File: config.mk
export PLATFORM = sky130hd
export DESIGN_NAME = jsc_back
export DESIGN_NICKNAME = d
export VERILOG_FILES = /design/src/rtl/core/jsc_pkg.sv /design/src/rtl/core/jsc_back.sv
export SDC_FILE = /design/constraint.sdc
export NUM_CORES = 1
export LEC_CHECK = 0
export ABC_AREA = 1
export BUFFER_PORTS_ARGS = -buffer_cell sky130_fd_sc_hd__clkbuf_2
export CAP_MARGIN = 5
export CORE_ASPECT_RATIO = 2
export CORE_MARGIN = 2
export CORE_UTILIZATION = 25
export CTS_BUF_LIST = sky130_fd_sc_hd__clkbuf_16
export DETAILED_ROUTE_END_ITERATION = 7
export PLACE_DENSITY = 0.48
export SLEW_MARGIN = 20
export SYNTH_ARGS = -nofsm -noshare
export SYNTH_HDL_FRONTEND = slang
export SYNTH_SLANG_ARGS = --single-unit
export TNS_END_PERCENT = 5
File: constraint.sdc
create_clock -name clk_i -period 5 [get_ports clk_i]
set_clock_uncertainty 0.2 [all_clocks]
set_input_delay 0.5 -clock clk_i [delete_from_list [all_inputs] [get_ports clk_i]]
set_output_delay 0.5 -clock clk_i [all_outputs]
set_load 0.005 [all_outputs]
File: src/rtl/core/jsc_pkg.sv
// ----------------------------------------------------------------------------
// jsc_pkg
// Shared types and constants for the JSON structure checker: character
// classes, the classified queue entry and the key/value phase codes.
// ----------------------------------------------------------------------------
package jsc_pkg;

  typedef enum logic [3:0] {
    CLS_OTHER,
    CLS_BSLASH,
    CLS_QUOTE,
    CLS_SPACE,
    CLS_LBRACK,
    CLS_RBRACK,
    CLS_LBRACE,
    CLS_RBRACE,
    CLS_COLON,
    CLS_COMMA
  } char_class_e;

  localparam logic [1:0] PH_NONE      = 2'd0;
  localparam logic [1:0] PH_KEY       = 2'd1;
  localparam logic [1:0] PH_KEY_COLON = 2'd2;
  localparam logic [1:0] PH_PAIR      = 2'd3;

  localparam logic [1:0] BC_SAT = 2'd2;

  localparam int unsigned QueueDepth = 2;
  localparam int unsigned QueuePtrW  = $clog2(QueueDepth);
  localparam int unsigned QueueCntW  = $clog2(QueueDepth + 1);

  typedef struct packed {
    char_class_e cls;
    logic        starts_value;
    logic        last;
    logic        obj_mode;
  } item_t;

endpackage

File: src/rtl/core/jsc_back.sv
// ----------------------------------------------------------------------------
// jsc_back
// Update the string, nesting and key/value state for each classified byte and
// register the verdict on the last byte of a message.
// ----------------------------------------------------------------------------
module jsc_back import jsc_pkg::*; #(
  parameter int unsigned DEPTH_BITS = 16
) (
  input  logic       clk_i,
  input  logic       rst_ni,
  input  logic       item_valid_i,
  output logic       item_ready_o,
  input  item_t      item_i,
  output logic       m_axis_tvalid,
  input  logic       m_axis_tready,
  output logic [7:0] m_axis_tdata   // [0] valid_res, [7:1] zero
);

  logic [DEPTH_BITS-1:0] ad_q, ad_d, od_q, od_d, oq_q, oq_d;
  logic                  ins_q, ins_d, esc_q, esc_d, seen_q, seen_d;
  logic                  pclose_q, pclose_d, fault_q, fault_d;
  logic [1:0]            ph_q, ph_d, bc_q, bc_d;
  logic                  out_valid_q, res_q, res_d;
  logic                  take;

  assign item_ready_o  = !item_i.last || !out_valid_q || m_axis_tready;
  assign take          = item_valid_i && item_ready_o;
  assign m_axis_tvalid = out_valid_q;
  assign m_axis_tdata  = {7'b0, res_q};

  always_comb begin
    ad_d     = ad_q;
    od_d     = od_q;
    oq_d     = oq_q;
    ins_d    = ins_q;
    esc_d    = esc_q;
    seen_d   = seen_q;
    pclose_d = (item_i.cls == CLS_RBRACK) || (item_i.cls == CLS_RBRACE);
    fault_d  = fault_q;
    ph_d     = ph_q;
    bc_d     = (bc_q == BC_SAT) ? BC_SAT : bc_q + 2'd1;
    if (bc_q == '0) begin
      ad_d = item_i.obj_mode ? '0 : DEPTH_BITS'(1);
      od_d = item_i.obj_mode ? DEPTH_BITS'(1) : '0;
    end
    priority if (item_i.cls == CLS_BSLASH && !esc_q) begin
      esc_d = 1'b1;
    end else if (item_i.cls == CLS_QUOTE && !esc_q) begin
      ins_d = !ins_q;
      esc_d = 1'b0;
      if (!ins_q) begin
        oq_d   = oq_q + 1'b1;
        seen_d = 1'b1;
      end else begin
        oq_d = oq_q - 1'b1;
      end
    end else if (esc_q) begin
      esc_d = 1'b0;
    end else if (!ins_q) begin
      if (item_i.cls == CLS_SPACE) begin
        pclose_d = pclose_q;
      end else begin
        if (seen_q) begin
          ph_d   = (ph_q == PH_KEY_COLON) ? PH_PAIR : PH_KEY;
          seen_d = 1'b0;
        end else if (ph_q == PH_KEY_COLON && item_i.starts_value) begin
          ph_d = PH_PAIR;
        end
        unique case (item_i.cls)
          CLS_LBRACK: ad_d = ad_d + 1'b1;
          CLS_RBRACK: ad_d = ad_d - 1'b1;
          CLS_LBRACE: begin
            od_d = od_d + 1'b1;
            if (ph_d != PH_NONE && ph_d != PH_PAIR) fault_d = 1'b1;
          end
          CLS_RBRACE: od_d = od_d - 1'b1;
          CLS_COLON: begin
            if (ph_d != PH_KEY) fault_d = 1'b1;
            ph_d = PH_KEY_COLON;
          end
          CLS_COMMA: begin
            if (!pclose_q) begin
              if (ph_d == PH_KEY_COLON) fault_d = 1'b1;
              ph_d = PH_NONE;
            end
          end
          default: ;
        endcase
      end
    end else begin
      esc_d = esc_q;
    end
    res_d = (bc_d == BC_SAT) && !fault_d && (ad_d == '0) && (od_d == '0) && (oq_d == '0);
  end

  always_ff @(posedge clk_i) begin
    if (take && item_i.last) begin
      res_q <= res_d;
    end
  end

  always_ff @(posedge clk_i or negedge rst_ni) begin
    if (!rst_ni) begin
      ad_q        <= DEPTH_BITS'(1);
      od_q        <= '0;
      oq_q        <= '0;
      ins_q       <= 1'b0;
      esc_q       <= 1'b0;
      seen_q      <= 1'b0;
      pclose_q    <= 1'b0;
      fault_q     <= 1'b0;
      ph_q        <= PH_NONE;
      bc_q        <= '0;
      out_valid_q <= 1'b0;
    end else begin
      out_valid_q <= (take && item_i.last) || (out_valid_q && !m_axis_tready);
      if (take) begin
        if (item_i.last) begin
          ad_q     <= DEPTH_BITS'(1);
          od_q     <= '0;
          oq_q     <= '0;
          ins_q    <= 1'b0;
          esc_q    <= 1'b0;
          seen_q   <= 1'b0;
          pclose_q <= 1'b0;
          fault_q  <= 1'b0;
          ph_q     <= PH_NONE;
          bc_q     <= '0;
        end else begin
          ad_q     <= ad_d;
          od_q     <= od_d;
          oq_q     <= oq_d;
          ins_q    <= ins_d;
          esc_q    <= esc_d;
          seen_q   <= seen_d;
          pclose_q <= pclose_d;
          fault_q  <= fault_d;
          ph_q     <= ph_d;
          bc_q     <= bc_d;
        end
      end
    end
  end

endmodule
After elaboration in Yosys (flattened, before gate mapping)
Cells that the tools add are included.
- memory bits (writable): 0
- memories: 0
- bits in registers: 59
- bits in latches: 0
- memory bits (read-only): 0
- multiplexer cells: 69
- shift operators: 0
- bitwise logic cells: 0
- magnitude comparators: 0
- multipliers: 0
- add/subtract/negate cells: 7
- div/mod/pow operators: 0
- reduce and logical (&&, ||, !) cells: 31
- equality and inequality tests: 25
- operator list (kind ; number):
    two-way mux 16 bit ; 18
    case mux 16 bit (2 select lines) ; 2
    adder 16 x 1 -> 16 bit, second input constant ; 3
    zero test 16 bit ; 3
    subtractor 16 x 1 -> 16 bit, second input constant ; 3
    two-way mux 2 bit ; 17
    two-way mux 1 bit ; 30
    == test 4 x 3 -> 1 bit, second input constant ; 4
    inequality test 2 bit, second input constant ; 6
    AND reduction 6 bit ; 2
    logical AND 1 bit ; 11
    == test 2 bit, second input constant ; 4
    == test 4 x 2 -> 1 bit, second input constant ; 2
    == test 4 bit, second input constant ; 2
    zero test 1 bit ; 6
    inequality test 3 x 2 -> 1 bit, second input constant ; 2
    inequality test 3 bit, second input constant ; 2
    inequality test 6 bit, second input constant ; 1
    == test 4 x 1 -> 1 bit, second input constant ; 1
    logical OR 1 bit ; 4
    case mux 2 bit (2 select lines) ; 1
    nonzero test 2 bit ; 2
    case mux 1 bit (3 select lines) ; 1
    AND reduction 3 bit ; 1
    other kinds (4) ; 4

Depth between registers and ports, before layout
Gate-level depths: netlist (run 1).
- depth after elaboration: 23
- depth in mapped cells: 25

Worst setup path after synthesis (run 1)
No wires, ideal clock.
- kind: register to register
- start point: register bc_q[0]
- end point: register res_q (data pin)
- setup time: 150 ps
- cell stages (with the launch flop): 20
- data required time: 4650 ps
- slack: 1876 ps
- arrival: 2774 ps
- buffers on the path: 3
- cells stage by stage: dfrtp_1 inv_1 ha_1 buf_2 buf_2 buf_1 nor2_1 ha_1 a21o_1 a21oi_1 nor2_1 nor2_1 nand2_1 nand2_1 nand3_1 nand2_1 nand4_1 nor2_1 nand3_1 nor3_2
- longest elaborated chain between the ends: 13
- elaborated cells on any way between the ends: 29
- classes of those cells: add/sub (5); eq/ne (2); mux (15); reduce/logical (7)
- ends and longest elaborated chain (item ; line ; RTL):
    from (decl) ; jsc_back.sv:22 ; logic [1:0] ph_q, ph_d, bc_q, bc_d;
    from (signal assigned) ; jsc_back.sv:113 ; bc_q <= '0;
    from (signal assigned) ; jsc_back.sv:128 ; bc_q <= '0;
    from (signal assigned) ; jsc_back.sv:139 ; bc_q <= bc_d;
    zero test 2 bit ; jsc_back.sv:42 ; if (bc_q == '0) begin
    two-way mux 16 bit ; jsc_back.sv:42 ;
    subtractor 16 x 1 -> 16 bit or adder 16 x 1 -> 16 bit (tied branches) ; jsc_back.sv:71, jsc_back.sv:70 ;
    case mux 16 bit (2 select lines) ; jsc_back.sv:69 ; unique case (item_i.cls)
    two-way mux 16 bit ; jsc_back.sv:60 ; if (item_i.cls == CLS_SPACE) begin
    two-way mux 16 bit ; jsc_back.sv:59 ; end else if (!ins_q) begin
    two-way mux 16 bit ; jsc_back.sv:57 ; end else if (esc_q) begin
    two-way mux 16 bit ; jsc_back.sv:48 ; end else if (item_i.cls == CLS_QUOTE && !esc_q) begin
    two-way mux 16 bit ; jsc_back.sv:46 ; priority if (item_i.cls == CLS_BSLASH && !esc_q) begin
    zero test 16 bit ; jsc_back.sv:93 ; res_d = (bc_d == BC_SAT) && !fault_d && (ad_d == '0) && (od_d == '0) && (oq_d == '0);
    logical AND 1 bit ; jsc_back.sv:93 ;
    logical AND 1 bit * (2 in a row) ; jsc_back.sv:93 ;
    via res_d ; jsc_back.sv:23 ; logic out_valid_q, res_q, res_d;
    to (signal assigned) ; jsc_back.sv:98 ; res_q <= res_d;
    to (decl) ; jsc_back.sv:23 ;
Mark *: on every way through the listed nets, which the timed path passes. The rest lies on a longest branch.
A chain may end at the register's enable or synchronous reset.

Worst setup path in the final report (run 1)
Same ends and word-level chain as after synthesis.

==> impl_results.md, run 1 <==
* Status: complete, no violations
* Fmax at 255.5 MHz
* Die outline height at around 230 um
* Setup tns final at 0 ns
* Register-to-Register Path Depth at 16
* Crit path DAT at 3.90 ns
* Psw at roughly 600 uW
* Proportion of layout cells with a drive suffix above 1 at 11.17%
* Die width at between 100 and 150 um
* Critical path depth in cells at 16
* Worst path max stage delay at 0.70 ns
* Final nets at between 1,000 and 1,500
* Min-delay worst type: input pin to async pin
* Sequential share of the synthesized area at 23.65%
* Flop pwr share at around a third
* Vias per cell at 4.592
* Internal cell power at 996.8 uW
* CTS tree: built
* Crit path required time at roughly 5 ns
* Worst setup margin at between 1 and 1.5 ns
* Overall routed net length at roughly 18,000 um
* Antenna cells at 0
* Skew-Pair Late Insertion Delay at 0.35 ns
* GPL Wtd Cong at 0.8587
* Starting Density at 25.25%
* Placement Setup Slack at around 1.0 ns
* 1st-iter DRT viols at just under 300
* First-pass DRT Iterations at 4
* Power Density at approximately 230 mW/mm2
* RSZ-0062 raised after global routing: no
* Core Rows at 82
* Setup bufs post-CTS at 0
* Post-synth EDFFs at 1
* Final Hold Vio Count at 0
* Detailed placement HPWL at 13,780 um
* Slowest library cell on the worst path: ha_1
* Worst-path maximum fanout at 22
* Die ar. at ~0.026 mm2
* Via count at about 6,300
* CTS Hold Bufs at 0
* R2R Setup Slk at 1.09 ns
* Flops & latches, synth at just under 60
* Gate count of the mapped netlist at just over 1,000
* Non-filler cells, final at about 1,400
* I/O pin count at 21
* Clock transition at path regs at around 0.06 ns
* Max Buffers Root-to-Sink at 2
* Slew Viols, Final at 0
* Syn Area/Cell at between 6 and 7 um2
* Placed cells at ~1,400
* Combinational Power Share at between 20% and 30%
* I/O Buffers at 13
* Area Growth Syn to Fin at 10.88%
* CP most frequent cell: nor2_1
* Vias in the first global route at between 6,000 and 7,000
* Largest net degree at the start of global routing at 59
* Cts bufs inserted at 9
* Crit Path Class: register to register
* Startpoint types: register
* Grt total ovfl at 0
* Crit-path cells: inv_1, ha_1, nand2_1, o21ai_0, ha_1, o21ai_0, nand3_1, nor2_1, nand3_1, nor2_1, nand3_1, nor2_1, nand2_1, nor2_1, nand4_1, nor3_2
* CTS sink count at between 50 and 60
* Switching Share at a little under two fifths
* Critical path endpoint category: register
* Crit path launch: bc_q[0]
* YS warnings at 0
* Core box area at around 0.025 mm2
* Routed Antenna Nets at 0
* Top FF cell, synth: dfrtp_1
* Top delay family on crit path: simple AND/OR/NAND/NOR gates
* Tcrit/Tclk final at about 78%
* Asr flop ratio synth at ~100%
* Worst path bufs/invs at 1
* Slew HR at between 40% and 50%
* Gates resized, CTS repair at 0
* Worst Max-Slew Pin Slew at around 0.84 ns
* Min cycle time layout at just under 4 ns
* Total setup violations reported at the end of the flow at 0
* H-tree Lvls at 3
* Wire per inst at ~13 um
* Residual DRC at 0
* Mapped Area at about 0.0063 mm2
* Leakage at 0.003617 uW
* Antenna violations before repair at 0
* Clock Tree Root: clkbuf_16
* First-pass GRT wire length at roughly 30,000 um
* Max-cap violations at 0
* R2R Path Start: bc_q[0]
* GRT Overall Usage at roughly 14%
* Synth cell types at 50
* VDD IR-drop max at between 0.0001 and 0.00015 V
* Clock power share at a little under two fifths
* FILL cells at 2,831
==> through the flow <==
step / util, % / total power, uW / area (um2) / hold WS (ns)
4_1_cts: 28.00 / 1621 / 6952 / 0.1748
3_3_place_gp: 26.84 / 997.7 / 6665 / 0.2904
5_1_grt: 28.00 / 1700 / 6952 / 0.2261
3_5_place_dp: 26.84 / 1002 / 6665 / 0.3103
6_report: 28.00 / 1594 / 6952 / 0.1494
2_1_floorplan: - / 873.6 / 6292 / 0.004409
==> per-layer routing <==
| layer | wire length, um | track usage (%) | vias up |
|---|---|---|---|
| li1 | - | - | 3257 |
| met2 | 8706 | 23.83 | 83 |
| met3 | 539 | 2.205 | 13 |
| met4 | 218 | 3.274 | 0 |
| met5 | 0 | 0 | - |
| met1 | 8864 | 19.51 | 2920 |
==> power groups by stage <==
stage | Clock (uW) | Combinational, uW | Sequential (uW)
6_report | 605 | 454 | 536
4_1_cts | 626 | 459 | 536
3_5_place_dp | 0 | 458 | 545
3_3_place_gp | 0 | 453 | 544
5_1_grt | 639 | 520 | 541
2_1_floorplan | 0 | 337 | 536
==> cells in the final DEF (no fill, tap or decap), types with 8 or more instances in the layout <==
cell	count
a21oi_1	41
inv_2	10
nand2_2	31
dfrtp_1	57
nand4_1	13
inv_1	159
clkbuf_2	12
o22ai_1	25
nand2_1	285
ha_1	34
nand3_1	97
buf_4	8
clkbuf_16	9
o21ai_0	58
nor2_1	92
==> final timing paths <==
check                                end
max                                res_q
min                             od_q[11]
max reg2reg                        res_q
min reg2reg                     oq_q[14]
max in group asynchronous        ad_q[5]
min in group clk_i         m_axis_tvalid
==> area by class of cell <==
cell class              count  area [um2]  share of cell area [%]
clock buffers               9       225.2                   3.240
clock inverters             7       61.31                  0.8819
inverters                 172       645.6                   9.287
multi-input cells         762        3991                   57.42
flip-flops and latches     59        1483                   21.33
well taps                 336       420.4                   6.048
repair buffers             21       125.1                   1.800
==> registers in the layout, summed over array words and instances, names as in the netlist <==
register and flops:
m_axis_tvalid 1, ph_q 2, bc_q 2, oq_q 16, esc_q 1, res_q 1, seen_q 1, fault_q 1
pclose_q 1, ins_q 1, od_q 16, ad_q 16
==> cell families (layout without fill, tap and decap cells) <==
kind of cell | after synthesis | count (layout) | synth area share, %
simple gates | 560 | 560 | 41.11
xor+xnor | 9 | 9 | 1.377
flops | 59 | 59 | 23.65
mux | 1 | 1 | 0.1597
compound gates | 150 | 150 | 13.49
other cells | 1 | 7 | 0.05981
fa+ha+maj | 35 | 35 | 7.104
buf+inv | 202 | 209 | 13.05
==> worst reg2reg max path, cell delays in order (launching register included) <==
cell and delay [ns]:
dfrtp_1 0.35, inv_1 0.09, ha_1 0.70, nand2_1 0.24
o21ai_0 0.33, ha_1 0.34, o21ai_0 0.37, nand3_1 0.14
nor2_1 0.15, nand3_1 0.08, nor2_1 0.12, nand3_1 0.12
nor2_1 0.11, nand2_1 0.06, nor2_1 0.10, nand4_1 0.11
nor3_2 0.13
==> cells in the mapped netlist, types with 9 or more instances <==
library cell    n  share of area [%]
o21ai_0        58                4.6
dfrtp_1        57                 23
nor2_1         92                5.5
nand2_1       285                 17
nand3_1        97                7.7
inv_1         159                9.5
nand4_1        13                1.3
clkbuf_1       12               0.72
ha_1           34                6.8
o22ai_1        25                2.5
a21oi_1        41                3.3
inv_2          10               0.60
buf_4           9                1.1
nand2_2        31                3.1
Note: power is estimated with default switching activity, not from simulation.
==> run 2, diff against run 1 <==
==> constraint.sdc (replaced) <==
create_clock -name clk_i -period 3.7 [get_ports clk_i]
set_clock_uncertainty 0.2 [all_clocks]
set_input_delay 0.37 -clock clk_i [delete_from_list [all_inputs] [get_ports clk_i]]
set_output_delay 0.37 -clock clk_i [all_outputs]
set_load 0.005 [all_outputs]
==> run 2 against run 1 <==
- hold slack got worse by 0.069 ns
- die area did not move
- critical path type unchanged
- combinational power up 38%
- largest cell class unchanged
- flip-flop and latch count is the same
- critical path depth is 6 higher
==> impl_results.md, run 2 (synthesis results as in run 1) <==
* Vias per cell at between 4 and 5
* Worst Max-Slew Pin Slew at approximately 0.77 ns
* Tcrit/Tclk final at between 80% and 90%
* Leakage at roughly 0.0037 uW
* Slowest library cell on the worst path: dfrtp_1
* Fmax at 302.4 MHz
* Internal cell power at between 1000 and 1500 uW
* Met2 Track Usage GR at about a quarter
* RSZ-0062 raised after global routing: no
* Power Density at between 300 and 400 mW/mm2
* Worst path bufs/invs at 4
* GRT Overall Usage at between 10% and 20%
* Core Rows at 82
* Total setup violations reported at the end of the flow at 0
* Area Growth Syn to Fin at 11.93%
* VDD IR-drop max at approximately 0.00019 V
* Critical path endpoint category: register
* Util after Layout at 28.27%
* Max-cap violations at 0
* I/O pin count at 21
* Clock transition at path regs at 0.06 ns
* Crit path DAT at about 3.3 ns
* WHS at about 0.08 ns
* GR Util met3 at roughly 1.9%
* Via count at ~6,000
* Min cycle time layout at 3.307 ns
* Grt total ovfl at 0
* Overall routed net length at roughly 18,000 um
* H-tree Lvls at 3
* Hold path cells at 4
* Met1 global-route usage at roughly a fifth
* Min-delay worst type: input pin to register
* Slew HR at between 40% and 50%
* Setup tns final at 0 ns
* Combinational Power Share at roughly 29%
* Die width at about 120 um
* Vias in the first global route at about 6,000
* Crit Path Class: register to register
* Most Crowded Layer GR: met2
* Starting Density at around a quarter
* Startpoint types: register
* GPL Wtd Cong at between 0.8 and 0.9
* Detailed placement HPWL at 14,090 um
* Proportion of layout cells with a drive suffix above 1 at 11.93%
* 1st-iter DRT viols at between 200 and 300
* Final nets at between 1,000 and 1,500
* Most common cell after layout, fill and taps aside: nand2_1
* Top delay family on crit path: simple AND/OR/NAND/NOR gates
* Flop pwr share at about 34%
* Largest net degree at the start of global routing at 44
* Wire per inst at between 10 and 15 um
* Largest registers: ad_q (16), od_q (16), oq_q (16)
* First-pass GRT wire length at about 30,000 um
* CTS sink count at between 50 and 60
* Die ar. at 0.02644 mm2
* Clock power share at between 30% and 40%
* FILL cells at 2,858
* First-pass DRT Iterations at 5
* Core box area at between 0.02 and 0.025 mm2
* Most frequent cells in the layout: nand2_1, inv_1, nand3_1, nor2_1
* Antenna cells at 0
* Status: complete, no violations
* Register-to-Register Path Depth at 22
* Max Buffers Root-to-Sink at 2
* Slew Viols, Final at 0
* Cts bufs inserted at 9
* I/O Buffers at 13
* Crit-path cells: inv_1, ha_2, nor2_1, nand3_1, nand2_2, inv_1, ha_1, inv_1, nand2_1, inv_1, nand2_1, nand3_1, nand2_1, nor2_1, nand3_1, nor2_1, nand3_1, nor2_1, nand2_1, nor2_1, nand4_1, nor3_2
* Critical path depth in cells at 22
* Crit path required time at 3.67 ns
* Reg area at 0.001483 mm2
* Worst-path maximum fanout at 12
* Psw at just under 800 uW
* CP most frequent cell: nor2_1
* Antenna violations before repair at 0
* Residual DRC at 0
* Die outline height at between 200 and 250 um
* Routed Antenna Nets at 0
* Final Hold Vio Count at 0
* Worst path max stage delay at 0.33 ns
* Switching Share at a little over a third
* Clock Tree Root: clkbuf_16
* Multi-input gate area at about 0.004 mm2
* Skew-Pair Late Insertion Delay at between 0.3 and 0.4 ns
* CTS tree: built
==> run 2: cell types whose count changed in the layout (fill, tap and decap cells not counted) <==
| cell | previous run | this run |
|---|---|---|
| buf_4 | 8 | 16 |
| clkinv_1 | 3 | 4 |
| clkinv_4 | 2 | 1 |
| clkinvlp_4 | 2 | 3 |
| dlygate4sd3_1 | 0 | 1 |
| ha_1 | 34 | 33 |
| ha_2 | 0 | 1 |
| inv_8 | 1 | 0 |
| nand2_1 | 285 | 284 |
| nand2_2 | 31 | 32 |
| o21ai_0 | 58 | 57 |
| o21ai_1 | 5 | 6 |
==> run 2: layout make-up <==
cell class              instances  area share (%)
multi-input cells             762           56.94
flip-flops and latches         59           21.13
inverters                     172           9.199
well taps                     336           5.990
clock buffers                   9           3.209
repair buffers                 30           2.781
clock inverters                 7          0.7488
==> run 2: worst paths after layout <==
check                                    from             to  slack [ns]
worst max-delay path                  bc_q[0]          res_q        0.39
worst min-delay path            m_axis_tready  m_axis_tvalid        0.08
worst max register to register        bc_q[0]          res_q        0.39
worst min register to register  m_axis_tvalid  m_axis_tvalid        0.32
max in group asynchronous              rst_ni         seen_q        2.15
min in group asynchronous              rst_ni       od_q[13]        0.44
==> run 2: per-layer routing <==
layer  up-vias  wire length, um  part of all wire [%]
met3        14              495                   2.7
met4         0              244                   1.4
met1      2825             8722                    48
met2        81             8572                    48
met5         -                0                     0
li1       3262                -                     -
==> run 2: power by group through the flow <==
stage | registers (uW) | logic [uW] | clock network, uW
2_1_floorplan | 725 | 456 | 0
3_3_place_gp | 732 | 622 | 0
3_5_place_dp | 732 | 625 | 0
4_1_cts | 721 | 628 | 802
5_1_grt | 726 | 716 | 833
6_report | 721 | 626 | 783
==> run 2: stage by stage <==
| step | cells | total power, uW | setup WS [ns] | instance area [um2] |
|---|---|---|---|---|
| 5_1_grt | 1375 | 2276 | 0.04668 | 7018 |
| 2_1_floorplan | 1023 | 1181 | 0.5757 | 6292 |
| 4_1_cts | 1375 | 2151 | 0.1491 | 7013 |
| 3_5_place_dp | 1358 | 1357 | 0.2069 | 6725 |
| 6_report | 1375 | 2129 | 0.3928 | 7018 |
| 3_3_place_gp | 1358 | 1354 | 0.2160 | 6725 |
==> run 2: timing repair <==
action                                 in CTS  in global routing
setup buffers                               0                  0
setup endpoints to repair                   0                  1
resized for setup                           0                  3
hold buffers                                1                  0
endpoints found under the hold margin      27                  0
==> run 2: worst register-to-register path, stage by stage (launching register included) <==
cell     delay [ns]
dfrtp_1        0.33
inv_1          0.06
ha_2           0.27
nor2_1         0.22
nand3_1        0.17
nand2_2        0.14
inv_1          0.05
ha_1           0.17
inv_1          0.05
nand2_1        0.14
inv_1          0.09
nand2_1        0.05
nand3_1        0.07
nand2_1        0.07
nor2_1         0.15
nand3_1        0.09
nor2_1         0.14
nand3_1        0.12
nor2_1         0.11
nand2_1        0.05
nor2_1         0.13
nand4_1        0.12
nor3_2         0.15
